## src/rtl/itoa_pkg.sv

```systemverilog
// itoa_pkg: shared types, constants and helper functions for the integer to text converter
// no dependencies; used by every module under rtl
`timescale 1ns / 1ps
`default_nettype none

package itoa_pkg;

    localparam int VALUE_W       = 32;
    localparam int RADIX_W       = 5;
    localparam int CHAR_W        = 8;
    localparam int DIGIT_W       = 4;
    localparam int MAX_DIGITS    = 32;
    localparam int DIGIT_IDX_W   = $clog2(MAX_DIGITS);
    localparam int DIGIT_CNT_W   = $clog2(MAX_DIGITS + 1);
    localparam int BITS_PER_STEP = 8;
    localparam int DIV_STEPS     = VALUE_W / BITS_PER_STEP;
    localparam int STEP_W        = $clog2(DIV_STEPS);
    localparam int QUEUE_DEPTH   = 2;

    localparam logic [RADIX_W-1:0] RADIX_MIN     = 5'd2;
    localparam logic [RADIX_W-1:0] RADIX_MAX     = 5'd16;
    localparam logic [DIGIT_W-1:0] DECIMAL_LIMIT = 4'd10;

    localparam logic [CHAR_W-1:0] CHAR_ZERO  = 8'h30;
    localparam logic [CHAR_W-1:0] CHAR_A     = 8'h41;
    localparam logic [CHAR_W-1:0] CHAR_MINUS = 8'h2D;
    localparam logic [CHAR_W-1:0] CHAR_NUL   = 8'h00;

    typedef struct packed {
        logic signed [VALUE_W-1:0] value;
        logic [RADIX_W-1:0]        radix;
    } in_t;

    typedef struct packed {
        logic [CHAR_W-1:0] text_char;
        logic              last;
    } out_t;

    typedef struct packed {
        logic [VALUE_W-1:0] mag;
        logic [RADIX_W-1:0] radix;
        logic               negative;
    } job_t;

    typedef enum logic [2:0] {
        ST_IDLE,
        ST_DIVIDE,
        ST_SIGN,
        ST_EMIT,
        ST_TERM
    } back_state_t;

    function automatic logic [RADIX_W-1:0] clamp_radix(input logic [RADIX_W-1:0] raw);
        logic [RADIX_W-1:0] r;
        r = raw;
        if (r < RADIX_MIN) begin
            r = RADIX_MIN;
        end
        if (r > RADIX_MAX) begin
            r = RADIX_MAX;
        end
        return r;
    endfunction

    function automatic logic [CHAR_W-1:0] digit_char(input logic [DIGIT_W-1:0] d);
        logic [DIGIT_W-1:0] off;
        if (d < DECIMAL_LIMIT) begin
            return CHAR_ZERO + {{(CHAR_W-DIGIT_W){1'b0}}, d};
        end
        off = d - DECIMAL_LIMIT;
        return CHAR_A + {{(CHAR_W-DIGIT_W){1'b0}}, off};
    endfunction

endpackage

`default_nettype wire

```

## src/rtl/itoa_front.sv

```systemverilog
// itoa_front: input stage, clamps the radix and splits the value into sign and magnitude
// depends on itoa_pkg
`timescale 1ns / 1ps
`default_nettype none

module itoa_front (
    input  wire logic            aclk,
    input  wire logic            aresetn,
    input  wire logic            s_valid,
    output logic                 s_ready,
    input  wire itoa_pkg::in_t   s_data,
    output logic                 job_valid,
    input  wire logic            job_ready,
    output itoa_pkg::job_t       job
);

    logic           job_valid_reg;
    logic           job_valid_next;
    itoa_pkg::job_t job_reg;
    itoa_pkg::job_t job_next;
    logic           accept;

    assign s_ready   = !job_valid_reg || job_ready;
    assign accept    = s_valid && s_ready;
    assign job_valid = job_valid_reg;
    assign job       = job_reg;

    always_comb begin
        job_next.negative = s_data.value[itoa_pkg::VALUE_W-1];
        job_next.mag      = job_next.negative ? (itoa_pkg::VALUE_W'(0) - s_data.value)
                                              : s_data.value;
        job_next.radix    = itoa_pkg::clamp_radix(s_data.radix);
        job_valid_next    = accept ? 1'b1 : (job_ready ? 1'b0 : job_valid_reg);
    end

    always_ff @(posedge aclk) begin
        if (!aresetn) begin
            job_valid_reg <= 1'b0;
        end else begin
            job_valid_reg <= job_valid_next;
        end
    end

    always_ff @(posedge aclk) begin
        if (accept) begin
            job_reg <= job_next;
        end
    end

    // held job never carries an out-of-range radix
    assert property (@(posedge aclk) disable iff (!aresetn)
        job_valid_reg |-> (job_reg.radix >= itoa_pkg::RADIX_MIN &&
                           job_reg.radix <= itoa_pkg::RADIX_MAX))
        else $error("front job radix out of range");

    // sign flag agrees with the magnitude on a transfer
    assert property (@(posedge aclk) disable iff (!aresetn)
        accept |=> (job_reg.negative || !job_reg.mag[itoa_pkg::VALUE_W-1] ||
                    job_reg.mag == {1'b1, {(itoa_pkg::VALUE_W-1){1'b0}}}) || !job_valid_reg)
        else $error("front magnitude inconsistent with sign");

    // a stalled job is not overwritten
    assert property (@(posedge aclk) disable iff (!aresetn)
        (job_valid_reg && !job_ready) |-> !accept)
        else $error("front overwrote a pending job");

endmodule

`default_nettype wire

```

## src/rtl/itoa_queue.sv

```systemverilog
// itoa_queue: short job queue between the front and back stages
// depends on itoa_pkg
`timescale 1ns / 1ps
`default_nettype none

module itoa_queue #(
    parameter int DEPTH = itoa_pkg::QUEUE_DEPTH
) (
    input  wire logic            aclk,
    input  wire logic            aresetn,
    input  wire logic            push_valid,
    output logic                 push_ready,
    input  wire itoa_pkg::job_t  push_data,
    output logic                 pop_valid,
    input  wire logic            pop_ready,
    output itoa_pkg::job_t       pop_data
);

    localparam int PTR_W = (DEPTH > 1) ? $clog2(DEPTH) : 1;
    localparam int CNT_W = $clog2(DEPTH + 1);

    itoa_pkg::job_t   mem [DEPTH];
    logic [PTR_W-1:0] wr_ptr_reg;
    logic [PTR_W-1:0] wr_ptr_next;
    logic [PTR_W-1:0] rd_ptr_reg;
    logic [PTR_W-1:0] rd_ptr_next;
    logic [CNT_W-1:0] count_reg;
    logic [CNT_W-1:0] count_next;
    logic             push;
    logic             pop;

    assign push_ready = count_reg != CNT_W'(DEPTH);
    assign pop_valid  = count_reg != '0;
    assign pop_data   = mem[rd_ptr_reg];
    assign push       = push_valid && push_ready;
    assign pop        = pop_valid && pop_ready;

    always_comb begin
        wr_ptr_next = wr_ptr_reg;
        rd_ptr_next = rd_ptr_reg;
        count_next  = count_reg;
        if (push) begin
            wr_ptr_next = (wr_ptr_reg == PTR_W'(DEPTH - 1)) ? '0 : wr_ptr_reg + PTR_W'(1);
        end
        if (pop) begin
            rd_ptr_next = (rd_ptr_reg == PTR_W'(DEPTH - 1)) ? '0 : rd_ptr_reg + PTR_W'(1);
        end
        case ({push, pop})
            2'b10:   count_next = count_reg + CNT_W'(1);
            2'b01:   count_next = count_reg - CNT_W'(1);
            default: count_next = count_reg;
        endcase
    end

    always_ff @(posedge aclk) begin
        if (!aresetn) begin
            wr_ptr_reg <= '0;
            rd_ptr_reg <= '0;
            count_reg  <= '0;
        end else begin
            wr_ptr_reg <= wr_ptr_next;
            rd_ptr_reg <= rd_ptr_next;
            count_reg  <= count_next;
        end
    end

    always_ff @(posedge aclk) begin
        if (push) begin
            mem[wr_ptr_reg] <= push_data;
        end
    end

    assert property (@(posedge aclk) disable iff (!aresetn)
        count_reg <= CNT_W'(DEPTH))
        else $error("queue count above depth");

    // pointers meet exactly when the queue is empty or full
    assert property (@(posedge aclk) disable iff (!aresetn)
        (wr_ptr_reg == rd_ptr_reg) == (count_reg == '0 || count_reg == CNT_W'(DEPTH)))
        else $error("queue pointers and count disagree");

    assert property (@(posedge aclk) disable iff (!aresetn)
        (push && !pop) |=> count_reg == $past(count_reg) + CNT_W'(1))
        else $error("queue count missed a push");

endmodule

`default_nettype wire

```

## src/rtl/itoa_back.sv

```systemverilog
// itoa_back: digit extraction by iterative division, digit stack and output register
// depends on itoa_pkg
`timescale 1ns / 1ps
`default_nettype none

module itoa_back (
    input  wire logic            aclk,
    input  wire logic            aresetn,
    input  wire logic            job_valid,
    output logic                 job_ready,
    input  wire itoa_pkg::job_t  job,
    output logic                 m_valid,
    input  wire logic            m_ready,
    output itoa_pkg::out_t       m_data
);

    localparam int VW = itoa_pkg::VALUE_W;
    localparam int BW = itoa_pkg::BITS_PER_STEP;
    localparam int DW = itoa_pkg::DIGIT_W;

    itoa_pkg::back_state_t           state_reg;
    itoa_pkg::back_state_t           state_next;
    logic [VW-1:0]                   div_reg;
    logic [VW-1:0]                   div_next;
    logic [DW-1:0]                   rem_reg;
    logic [DW-1:0]                   rem_next;
    logic [itoa_pkg::STEP_W-1:0]     step_reg;
    logic [itoa_pkg::STEP_W-1:0]     step_next;
    logic [itoa_pkg::RADIX_W-1:0]    radix_reg;
    logic [itoa_pkg::RADIX_W-1:0]    radix_next;
    logic                            neg_reg;
    logic                            neg_next;
    logic [itoa_pkg::DIGIT_CNT_W-1:0] ndig_reg;
    logic [itoa_pkg::DIGIT_CNT_W-1:0] ndig_next;
    logic [DW-1:0]                   stack [itoa_pkg::MAX_DIGITS];
    logic                            push_digit;
    logic [itoa_pkg::DIGIT_IDX_W-1:0] rd_idx;
    logic                            m_valid_reg;
    logic                            m_valid_next;
    itoa_pkg::out_t                  m_data_reg;
    itoa_pkg::out_t                  out_data;
    logic                            out_load;
    logic                            out_free;

    // one chunk of restoring division
    logic [VW-1:0]                   div_step;
    logic [DW-1:0]                   rem_step;
    logic [BW-1:0]                   qbits;
    logic [DW:0]                     trial;

    assign out_free = !m_valid_reg || m_ready;
    assign rd_idx   = itoa_pkg::DIGIT_IDX_W'(ndig_reg - itoa_pkg::DIGIT_CNT_W'(1));
    assign m_valid  = m_valid_reg;
    assign m_data   = m_data_reg;

    always_comb begin
        rem_step = rem_reg;
        qbits    = '0;
        trial    = '0;
        for (int i = 0; i < BW; i++) begin
            trial = {rem_step, div_reg[VW-1-i]};
            if (trial >= radix_reg) begin
                trial        = trial - radix_reg;
                qbits[BW-1-i] = 1'b1;
            end
            rem_step = trial[DW-1:0];
        end
        div_step = {div_reg[VW-BW-1:0], qbits};
    end

    always_comb begin
        state_next     = state_reg;
        div_next       = div_reg;
        rem_next       = rem_reg;
        step_next      = step_reg;
        radix_next     = radix_reg;
        neg_next       = neg_reg;
        ndig_next      = ndig_reg;
        job_ready      = 1'b0;
        push_digit     = 1'b0;
        out_load       = 1'b0;
        out_data.text_char = itoa_pkg::CHAR_NUL;
        out_data.last      = 1'b0;
        unique case (state_reg)
            itoa_pkg::ST_IDLE: begin
                job_ready = 1'b1;
                if (job_valid) begin
                    div_next   = job.mag;
                    radix_next = job.radix;
                    neg_next   = job.negative;
                    rem_next   = '0;
                    step_next  = '0;
                    ndig_next  = '0;
                    state_next = itoa_pkg::ST_DIVIDE;
                end
            end
            itoa_pkg::ST_DIVIDE: begin
                div_next  = div_step;
                rem_next  = rem_step;
                step_next = step_reg + itoa_pkg::STEP_W'(1);
                if (step_reg == itoa_pkg::STEP_W'(itoa_pkg::DIV_STEPS - 1)) begin
                    push_digit = 1'b1;
                    ndig_next  = ndig_reg + itoa_pkg::DIGIT_CNT_W'(1);
                    rem_next   = '0;
                    step_next  = '0;
                    if (div_step == '0) begin
                        state_next = neg_reg ? itoa_pkg::ST_SIGN : itoa_pkg::ST_EMIT;
                    end
                end
            end
            itoa_pkg::ST_SIGN: begin
                if (out_free) begin
                    out_load           = 1'b1;
                    out_data.text_char = itoa_pkg::CHAR_MINUS;
                    state_next         = itoa_pkg::ST_EMIT;
                end
            end
            itoa_pkg::ST_EMIT: begin
                if (out_free) begin
                    out_load           = 1'b1;
                    out_data.text_char = itoa_pkg::digit_char(stack[rd_idx]);
                    ndig_next          = ndig_reg - itoa_pkg::DIGIT_CNT_W'(1);
                    if (ndig_reg == itoa_pkg::DIGIT_CNT_W'(1)) begin
                        state_next = itoa_pkg::ST_TERM;
                    end
                end
            end
            itoa_pkg::ST_TERM: begin
                if (out_free) begin
                    out_load           = 1'b1;
                    out_data.text_char = itoa_pkg::CHAR_NUL;
                    out_data.last      = 1'b1;
                    state_next         = itoa_pkg::ST_IDLE;
                end
            end
            default: begin
                state_next = itoa_pkg::ST_IDLE;
            end
        endcase
        m_valid_next = out_load ? 1'b1 : (m_ready ? 1'b0 : m_valid_reg);
    end

    always_ff @(posedge aclk) begin
        if (!aresetn) begin
            state_reg   <= itoa_pkg::ST_IDLE;
            m_valid_reg <= 1'b0;
        end else begin
            state_reg   <= state_next;
            m_valid_reg <= m_valid_next;
        end
    end

    always_ff @(posedge aclk) begin
        div_reg   <= div_next;
        rem_reg   <= rem_next;
        step_reg  <= step_next;
        radix_reg <= radix_next;
        neg_reg   <= neg_next;
        ndig_reg  <= ndig_next;
        if (out_load) begin
            m_data_reg <= out_data;
        end
        if (push_digit) begin
            stack[ndig_reg[itoa_pkg::DIGIT_IDX_W-1:0]] <= rem_step;
        end
    end

    assert property (@(posedge aclk) disable iff (!aresetn)
        (state_reg == itoa_pkg::ST_DIVIDE) |-> ndig_reg < itoa_pkg::DIGIT_CNT_W'(itoa_pkg::MAX_DIGITS))
        else $error("digit stack overflow");

    assert property (@(posedge aclk) disable iff (!aresetn)
        (state_reg == itoa_pkg::ST_EMIT || state_reg == itoa_pkg::ST_SIGN)
            |-> ndig_reg != '0)
        else $error("emitting with an empty digit stack");

    // running remainder stays below the radix
    assert property (@(posedge aclk) disable iff (!aresetn)
        (state_reg == itoa_pkg::ST_DIVIDE) |-> {1'b0, rem_reg} < radix_reg)
        else $error("division remainder not below radix");

    // terminator transfer ends the item and returns to idle
    assert property (@(posedge aclk) disable iff (!aresetn)
        (state_reg == itoa_pkg::ST_TERM && out_free)
            |=> (state_reg == itoa_pkg::ST_IDLE && m_valid_reg && m_data_reg.last))
        else $error("terminator not issued on leaving the item");

endmodule

`default_nettype wire

```

## src/rtl/integer_to_ascii_radix.sv

```systemverilog
// integer_to_ascii_radix: signed 32-bit integer to ASCII text, radix 2 to 16
// top level; depends on itoa_pkg, itoa_front, itoa_queue, itoa_back
//
// usage:
//   s_valid/s_ready/s_data carry one value and radix per transfer; the radix is
//   clamped to 2..16. m_valid/m_ready/m_data return the text one character per
//   transfer, most significant first: '-' when negative, digits 0-9/A-F, then a
//   NUL with last set. zero gives "0"; the most negative value converts as 2^31.
//   timing: the front register and job queue take new items while the back end
//   converts. the back end handles one item at a time: each digit takes a full
//   division of the magnitude by the radix (8 quotient bits per cycle through
//   the remainder chain); the digits are stacked and then leave most significant
//   first behind any sign. a stalled receiver holds the output register and the
//   back end waits; the front keeps taking items until the queue and the front
//   register are full.
//   reset (aresetn low, synchronous) empties the queue and drops any item in
//   flight; no clearing pass is needed.
`timescale 1ns / 1ps
`default_nettype none

module integer_to_ascii_radix #(
    parameter int QUEUE_DEPTH = itoa_pkg::QUEUE_DEPTH
) (
    input  wire logic            aclk,
    input  wire logic            aresetn,
    input  wire logic            s_valid,
    output logic                 s_ready,
    input  wire itoa_pkg::in_t   s_data,
    output logic                 m_valid,
    input  wire logic            m_ready,
    output itoa_pkg::out_t       m_data
);

    logic           front_valid;
    logic           front_ready;
    itoa_pkg::job_t front_job;
    logic           back_valid;
    logic           back_ready;
    itoa_pkg::job_t back_job;

    itoa_front u_front (
        .aclk      (aclk),
        .aresetn   (aresetn),
        .s_valid   (s_valid),
        .s_ready   (s_ready),
        .s_data    (s_data),
        .job_valid (front_valid),
        .job_ready (front_ready),
        .job       (front_job)
    );

    itoa_queue #(
        .DEPTH (QUEUE_DEPTH)
    ) u_queue (
        .aclk       (aclk),
        .aresetn    (aresetn),
        .push_valid (front_valid),
        .push_ready (front_ready),
        .push_data  (front_job),
        .pop_valid  (back_valid),
        .pop_ready  (back_ready),
        .pop_data   (back_job)
    );

    itoa_back u_back (
        .aclk      (aclk),
        .aresetn   (aresetn),
        .job_valid (back_valid),
        .job_ready (back_ready),
        .job       (back_job),
        .m_valid   (m_valid),
        .m_ready   (m_ready),
        .m_data    (m_data)
    );

endmodule

`default_nettype wire
```

## config.mk

```make
export PLATFORM = sky130hd
export DESIGN_NAME = integer_to_ascii_radix
export DESIGN_NICKNAME = d
export VERILOG_FILES = /design/src/rtl/itoa_pkg.sv /design/src/rtl/itoa_front.sv /design/src/rtl/itoa_queue.sv /design/src/rtl/itoa_back.sv /design/src/rtl/integer_to_ascii_radix.sv
export SDC_FILE = /design/constraint.sdc
export NUM_CORES = 1
export LEC_CHECK = 0
export ABC_AREA = 1
export BUFFER_PORTS_ARGS = -buffer_cell sky130_fd_sc_hd__buf_2
export CORE_MARGIN = 4
export CORE_UTILIZATION = 59
export DETAILED_ROUTE_END_ITERATION = 8
export PLACE_DENSITY_LB_ADDON = 0.1
export SLEW_MARGIN = 20
export SYNTH_ARGS = -nofsm -noshare
export SYNTH_HDL_FRONTEND = slang
export SYNTH_HIERARCHICAL = 1
export SYNTH_SLANG_ARGS = --single-unit
```

## constraint.sdc

```tcl
create_clock -name aclk -period 12.65 [get_ports aclk]
set_input_delay 0.6325 -clock aclk [delete_from_list [all_inputs] [get_ports aclk]]
set_output_delay 0.6325 -clock aclk [all_outputs]
set_load 0.01 [all_outputs]
```

# Word-level counts from Yosys, hierarchy flattened
# Memories as Yosys holds them, arrays and structs flattened. A register that Yosys moved wholly into a read port is not among the register bits.
# Index checks and enable logic that the tools add are counted.
[totals]
reg_bits = 106
latch_bits = 0
ramBits = 204
mem_bits_ro = 0
inputBits = 41
out_inout_bits = 11
wordCells = 152
n_memories = 2
[op_classes]
n_addsub = 19
n_mul = 0
div = 0
n_lt_le_gt_ge = 11
n_eq_ne = 16
shift = 0
mux = 66
n_bitwise = 0
reduce_logical = 20
[mem_list]
columns = ["memory", "words", "word_bits", "rd", "rd_clocked_by_memory_dff", "wr", "line", "rtl"]
rows = [
  ["u_back.stack", 32, 4, 1, 0, 1, "itoa_back.sv:35", "logic [DW-1:0] stack [itoa_pkg::MAX_DIGITS];"],
  ["u_queue.mem", 2, 38, 1, 1, 1, "itoa_queue.sv:22", "itoa_pkg::job_t mem [DEPTH];"],
]
[ops]
columns = ["operator", "count"]
rows = [
  ["32-bit case mux with 2 select lines", 1],
  ["5-bit >= comparator", 8],
  ["4-bit 2-to-1 mux", 10],
  ["32-bit zero test", 1],
  ["32-bit 2-to-1 mux", 1],
  ["1-bit by 32-bit subtractor with 32-bit output (first input constant)", 1],
  ["4-bit subtractor", 8],
  ["31-bit 2-to-1 mux", 1],
  ["1-bit 2-to-1 mux", 30],
  ["6-bit 2-to-1 mux", 4],
  ["8-bit 2-to-1 mux", 3],
  ["8-bit case mux with 3 select lines", 1],
  ["3-bit 2-to-1 mux", 7],
  ["6-bit case mux with 3 select lines", 1],
  ["3-bit case mux with 5 select lines", 1],
  ["2-bit by 1-bit != test with 1-bit output (second input constant)", 6],
  ["2-bit nonzero test", 5],
  ["7-bit by 4-bit adder with 8-bit output (first input constant)", 1],
  ["2-bit case mux with 2 select lines", 2],
  ["4-bit case mux with 2 select lines", 1],
  ["6-bit by 4-bit adder with 7-bit output (first input constant)", 1],
  ["7-bit AND reduction", 1],
  ["6-bit by 1-bit adder with 6-bit output (second input constant)", 1],
  ["3-bit by 2-bit equality test with 1-bit output (second input constant)", 2],
  ["other kinds (24)", 34],
]

# Logic depth before layout (Yosys ltp)
[logic_depth]
ltp_word = 20
ltp_mapped = 79
ltp_nobuf = 79

# Modules after synthesis
# Netlist, hierarchy kept.
[modules_own_cells]
columns = ["mod", "instances", "cells_per_inst", "area_each_um2", "seq_area_each_um2"]
rows = [
  ["itoa_back", 1, 1113, 10386.2, 5665.4],
  ["itoa_queue", 1, 154, 3061.7, 2382.3],
  ["itoa_front", 1, 280, 2321.0, 1161.1],
]

# Worst setup path after synthesis
# No wires, ideal clock.
[synth_path]
path_kind = "register to register"
startpoint = "register u_back/radix_reg[1] in the netlist's numbering"
endpoint = "memory u_back/stack[0][2] in the netlist's numbering (data pin)"
setup_time_ps = 393
arrival_time_ps = 9365
required_time_ps = 12257
slack_ps = 2893
path_stages_with_launch = 62
n_path_buf = 0
period_less_slack_ps = 9757
cell_sequence = "edfxtp_1 inv_1 ha_1 a21o_1 nand2_1 nand2_1 nor2_2 mux2_2 ha_1 nand2_1 inv_1 o21ai_0 o21ai_0 nor2_2 nand2_1 o21ai_1 ha_1 a21o_1 (+26 left out) nand3_1 nand2_1 inv_1 ha_1 a21o_1 nand2_1 nand2_1 nor2_2 nand2_1 o21a_1 ha_1 a21o_1 nand2_1 nand2_1 nor2_1 inv_1 nand3_1 nand2_1"
[synth_via]
elab_chain_len = 16
elab_cells_between_ends = 24
classes_between = "8 x add/sub; 8 x order compare; 8 x mux"
[synth_lines]
columns = ["element", "line", "rtl"]
rows = [
  ["from (decl)", "itoa_back.sv:29", "logic [itoa_pkg::RADIX_W-1:0] radix_reg;"],
  ["from (signal assigned)", "itoa_back.sv:157", "radix_reg <= radix_next;"],
  ["4-bit subtractor or 5-bit >= comparator (tied branches)", "itoa_back.sv:63, itoa_back.sv:62", ""],
  ["4-bit 2-to-1 mux", "itoa_back.sv:62", "if (trial >= radix_reg) begin"],
  ["4-bit subtractor or 5-bit >= comparator (tied branches)", "itoa_back.sv:63, itoa_back.sv:62", ""],
  ["4-bit 2-to-1 mux", "itoa_back.sv:62", ""],
  ["4-bit subtractor or 5-bit >= comparator (tied branches)", "itoa_back.sv:63, itoa_back.sv:62", ""],
  ["4-bit 2-to-1 mux", "itoa_back.sv:62", ""],
  ["5-bit >= comparator or 4-bit subtractor (tied branches)", "itoa_back.sv:62, itoa_back.sv:63", ""],
  ["4-bit 2-to-1 mux", "itoa_back.sv:62", ""],
  ["4-bit subtractor or 5-bit >= comparator (tied branches)", "itoa_back.sv:63, itoa_back.sv:62", ""],
  ["4-bit 2-to-1 mux", "itoa_back.sv:62", ""],
  ["4-bit subtractor or 5-bit >= comparator (tied branches)", "itoa_back.sv:63, itoa_back.sv:62", ""],
  ["4-bit 2-to-1 mux", "itoa_back.sv:62", ""],
  ["5-bit >= comparator or 4-bit subtractor (tied branches)", "itoa_back.sv:62, itoa_back.sv:63", ""],
  ["4-bit 2-to-1 mux", "itoa_back.sv:62", ""],
  ["4-bit subtractor or 5-bit >= comparator (tied branches)", "itoa_back.sv:63, itoa_back.sv:62", ""],
  ["4-bit 2-to-1 mux *", "itoa_back.sv:62", ""],
  ["named net u_back.trial[2]", "itoa_back.sv:49", "logic [DW:0] trial;"],
  ["to (decl)", "itoa_back.sv:35", ""],
]
# Mark *: on every way through the listed nets, which the timed path passes. The rest lies on a longest branch.

# Worst setup path in the final report
[layout_path]
startpoint = "register u_back/radix_reg[2] in the netlist's numbering"
endpoint = "memory u_back/stack[30][0] in the netlist's numbering (data pin)"
[layout_via]
elab_chain_len = 16
elab_cells_between_ends = 23
classes_between = "7 x add/sub; 8 x order compare; 8 x mux"
[layout_lines]
columns = ["element", "line"]
rows = [
  ["4-bit subtractor or 5-bit >= comparator (tied branches)", "itoa_back.sv:63, itoa_back.sv:62"],
  ["4-bit 2-to-1 mux", "itoa_back.sv:62"],
  ["4-bit subtractor or 5-bit >= comparator (tied branches)", "itoa_back.sv:63, itoa_back.sv:62"],
  ["4-bit 2-to-1 mux", "itoa_back.sv:62"],
  ["5-bit >= comparator or 4-bit subtractor (tied branches)", "itoa_back.sv:62, itoa_back.sv:63"],
  ["4-bit 2-to-1 mux", "itoa_back.sv:62"],
  ["4-bit subtractor or 5-bit >= comparator (tied branches)", "itoa_back.sv:63, itoa_back.sv:62"],
  ["4-bit 2-to-1 mux", "itoa_back.sv:62"],
  ["4-bit subtractor or 5-bit >= comparator (tied branches)", "itoa_back.sv:63, itoa_back.sv:62"],
  ["4-bit 2-to-1 mux", "itoa_back.sv:62"],
  ["4-bit subtractor or 5-bit >= comparator (tied branches)", "itoa_back.sv:63, itoa_back.sv:62"],
  ["4-bit 2-to-1 mux", "itoa_back.sv:62"],
  ["5-bit >= comparator or 4-bit subtractor (tied branches)", "itoa_back.sv:62, itoa_back.sv:63"],
  ["4-bit 2-to-1 mux", "itoa_back.sv:62"],
  ["5-bit >= comparator *", "itoa_back.sv:62"],
  ["4-bit 2-to-1 mux *", "itoa_back.sv:62"],
]
# Every way passes the cells marked *; elsewhere a longest branch is shown, timed or not.

==> impl_results.md <==
- DRC: 0
- CORE AREA: 26210 sq um
- Max FFs per register: 128
- Routability congestion estimate: 0.9287
- Layout net count: 1702
- CP max stage cell: mux2_2
- Hold Path Origin: s_data[5]
- Maximum root-to-sink buffer count: 3
- Post-layout min period: 11.40 ns
- Post-synthesis area per instance: 10.19 sq um
- Antenna diodes: 0
- Worst Path Required: 12.94 ns
- Cts bufs inserted: 31
- Sequential fraction of the synthesis area: 58.40%
- Die H: 171.5 um
- Die area: 29410 sq um
- Fillcell total: 2069
- Post-Route Skew: 0.02149 ns
- Ports: 52
- Hold WS: 0.2748 ns
- WS Path Type: register to register
- Grt ovf: 0
- Vias in the first global route: 10.21k
- Worst Slack Setup Final: 1.254 ns
- Synth cell types: 51
- Setup violations, final: 0
- Commonest non-fill, non-tap cell in the layout: nand2_1
- Yosys Warn Count: 6
- Final Max Tran Viols: 0
- Post-Place Setup Slack: 0.8616 ns
- H-tree depth: 1
- Mapped Cells: 1547
- Hold buffers post-CTS: 0
- TritonRoute pass-1 iters: 5
- # clock sinks: 310
- Yosys reg bits: 310
- Count of flip-flops with a built-in enable after synthesis: 300
- Clock transition at the registers of the reported paths: 0.06 ns
- Status: finished, final reports clean
- Chip width: 171.5 um
- Mapped Area: 15770 sq um
- CP Launch Type: register
- Final Util: 65.97%
- Final WL: 32170 um
- Leading area contributor after synthesis: edfxtp_1
- Vias/cell: 5.419
- Layout cell share with drive strength beyond 1: 13.42%
- Routed WL per cell: 16.42 um
- Setup crit start: u_back/radix_reg[2]$_DFFE_PP_
- Detail Route Antenna Nets: 0
- Crit share post-route: 90.08%
- CTS tree: built
- Synth-to-layout area growth: 9.632%
- Most frequent cells in the layout: nand2_1, edfxtp_1, inv_1
- Final HPWL from detailed placement: 22040 um
- WP data arrival: 11.68 ns
- Worst stage delay on the critical path: 0.40 ns
- Maximum number of pins on one net before global-route repair: 71
- Top cells by area in the synthesized netlist: edfxtp_1, nand2_1, ha_1
- FMAX: 87.75 MHz
- Fin Setup TNS: 0 ns
- Asr flop ratio synth: 0%
- Total GRT Usage: 21.97%
- Worst hold-check path type: primary input to register
- Vias: 10.62k
- Root Driver: clkbuf_16
- Least-Margin Pin Slew: 1.069 ns
- Initial core utilization: 60.17%
- Synth Flop Type: edfxtp_1
- Maxcap violations: 0
- Worst skew pair latency: 0.57 ns
- Reg2reg setup slack: 1.25 ns
- # rows: 59
- CP dominant cell by count: nand2_1
- Syn_nets: 1648
- Post-synth top area share: 57.13%
- Endpoints failing hold: 0
- Slew headroom: 28.69%
- RSZ-0062 raised after global routing: false
- CP Capture Type: register
- Antenna violations before repair: 0
- Wire length of the first global-routing pass: 51430 um
- Critical-path maximum fanout: 16
- Port buffer count: 50
- Drt first-iter violations: 646
- R2r startpoint: u_back/radix_reg[2]$_DFFE_PP_
## repair_timing
action	CTS	global route
buffers inserted	0	3
setup endpoints to repair	0	129
gates resized for setup	0	5
## logic make-up (layout without fill, tap and decap cells)
kind of cell	count (synthesis)	count (layout)	synth area share [%]
AO/OA/AOI/OAI	125	125	4.626
XOR/XNOR	32	32	1.873
multiplexers	39	39	3.261
other	1	1	0.02378
adder cells (fa/ha/maj)	60	60	5.142
flip-flops	310	310	58.40
buffers and inverters	221	298	6.014
AND/OR/NAND/NOR	759	759	20.66
## cell type report
| cell class | count | area (sq um) | share of cell area (%) |
|---|---|---|---|
| sequential | 310 | 9210 | 53.28 |
| multi-input combinational | 1016 | 5657 | 32.72 |
| clock buffer | 41 | 813.3 | 4.704 |
| inverter | 179 | 675.6 | 3.908 |
| tap | 335 | 419.2 | 2.425 |
| timing repair buffer | 62 | 352.8 | 2.041 |
| clock inverter | 15 | 152.6 | 0.8830 |
| timing repair inverter | 1 | 7.507 | 0.04342 |
## critical path: cells and delay by family, from the launching register on
| family | cells | cell delay [ns] |
|---|---|---|
| muxes | 1 | 0.40 |
| adders and majority gates | 8 | 2.54 |
| DFF | 1 | 0.35 |
| and+or+nand+nor | 33 | 4.54 |
| AOI/OAI and AO/OA | 13 | 2.20 |
| buffers and inverters | 7 | 1.09 |
## Yosys cell counts, types with 2 or more instances
library cell / instances
buf_1: 2
nor3_2: 2
xnor2_1: 15
nand4_1: 9
a31oi_1: 4
ha_1: 52
a21o_1: 8
nand2_2: 11
nor4_1: 3
nor3_1: 7
mux2_2: 19
nor2_1: 154
o21ai_1: 25
nand4_2: 2
a21boi_0: 2
nand3_1: 124
nand2_4: 4
nand3_2: 8
nand2_1: 412
buf_4: 6
xor2_1: 15
o21ai_2: 4
clkbuf_1: 12
a21oi_1: 14
o211ai_1: 2
nand3b_1: 3
fa_1: 8
nor2_2: 14
inv_2: 12
dfxtp_1: 10
buf_6: 8
nor2_4: 3
buf_2: 12
o21ai_0: 57
edfxtp_1: 300
o21ai_4: 3
mux2_4: 20
inv_1: 167
o21a_1: 2
## routing by layer
metal | share of wire [%] | global-route usage, % | up-vias | wire length (um)
li1 | - | - | 5287 | -
met1 | 42 | 27.69 | 4989 | 13430
met2 | 50 | 39.05 | 263 | 16090
met3 | 4.7 | 2.942 | 76 | 1526
met4 | 3.5 | 7.854 | 0 | 1123
met5 | 0 | 0 | - | 0
## final timing paths
check | to | cells past startpoint
hold reg to reg | u_queue/mem[0][16]$_DFFE_PP_ | 0
hold / removal | u_front/job[6]$_DFFE_PP_ | 1
setup / recovery | u_back/stack[30][0]$_DFFE_PP_ | 62
setup reg to reg | u_back/stack[30][0]$_DFFE_PP_ | 62
## stage by stage
stage / cell area (sq um) / std cells
global placement: 16260 / 1898
detailed placement: 16280 / 1899
floorplan: 15770 / 1547
global route: 17290 / 1959
CTS: 17240 / 1955
finish: 17290 / 1959
Power is not shown: default switching activity piles up to over one toggle a cycle in this logic, so the estimate is an artifact.
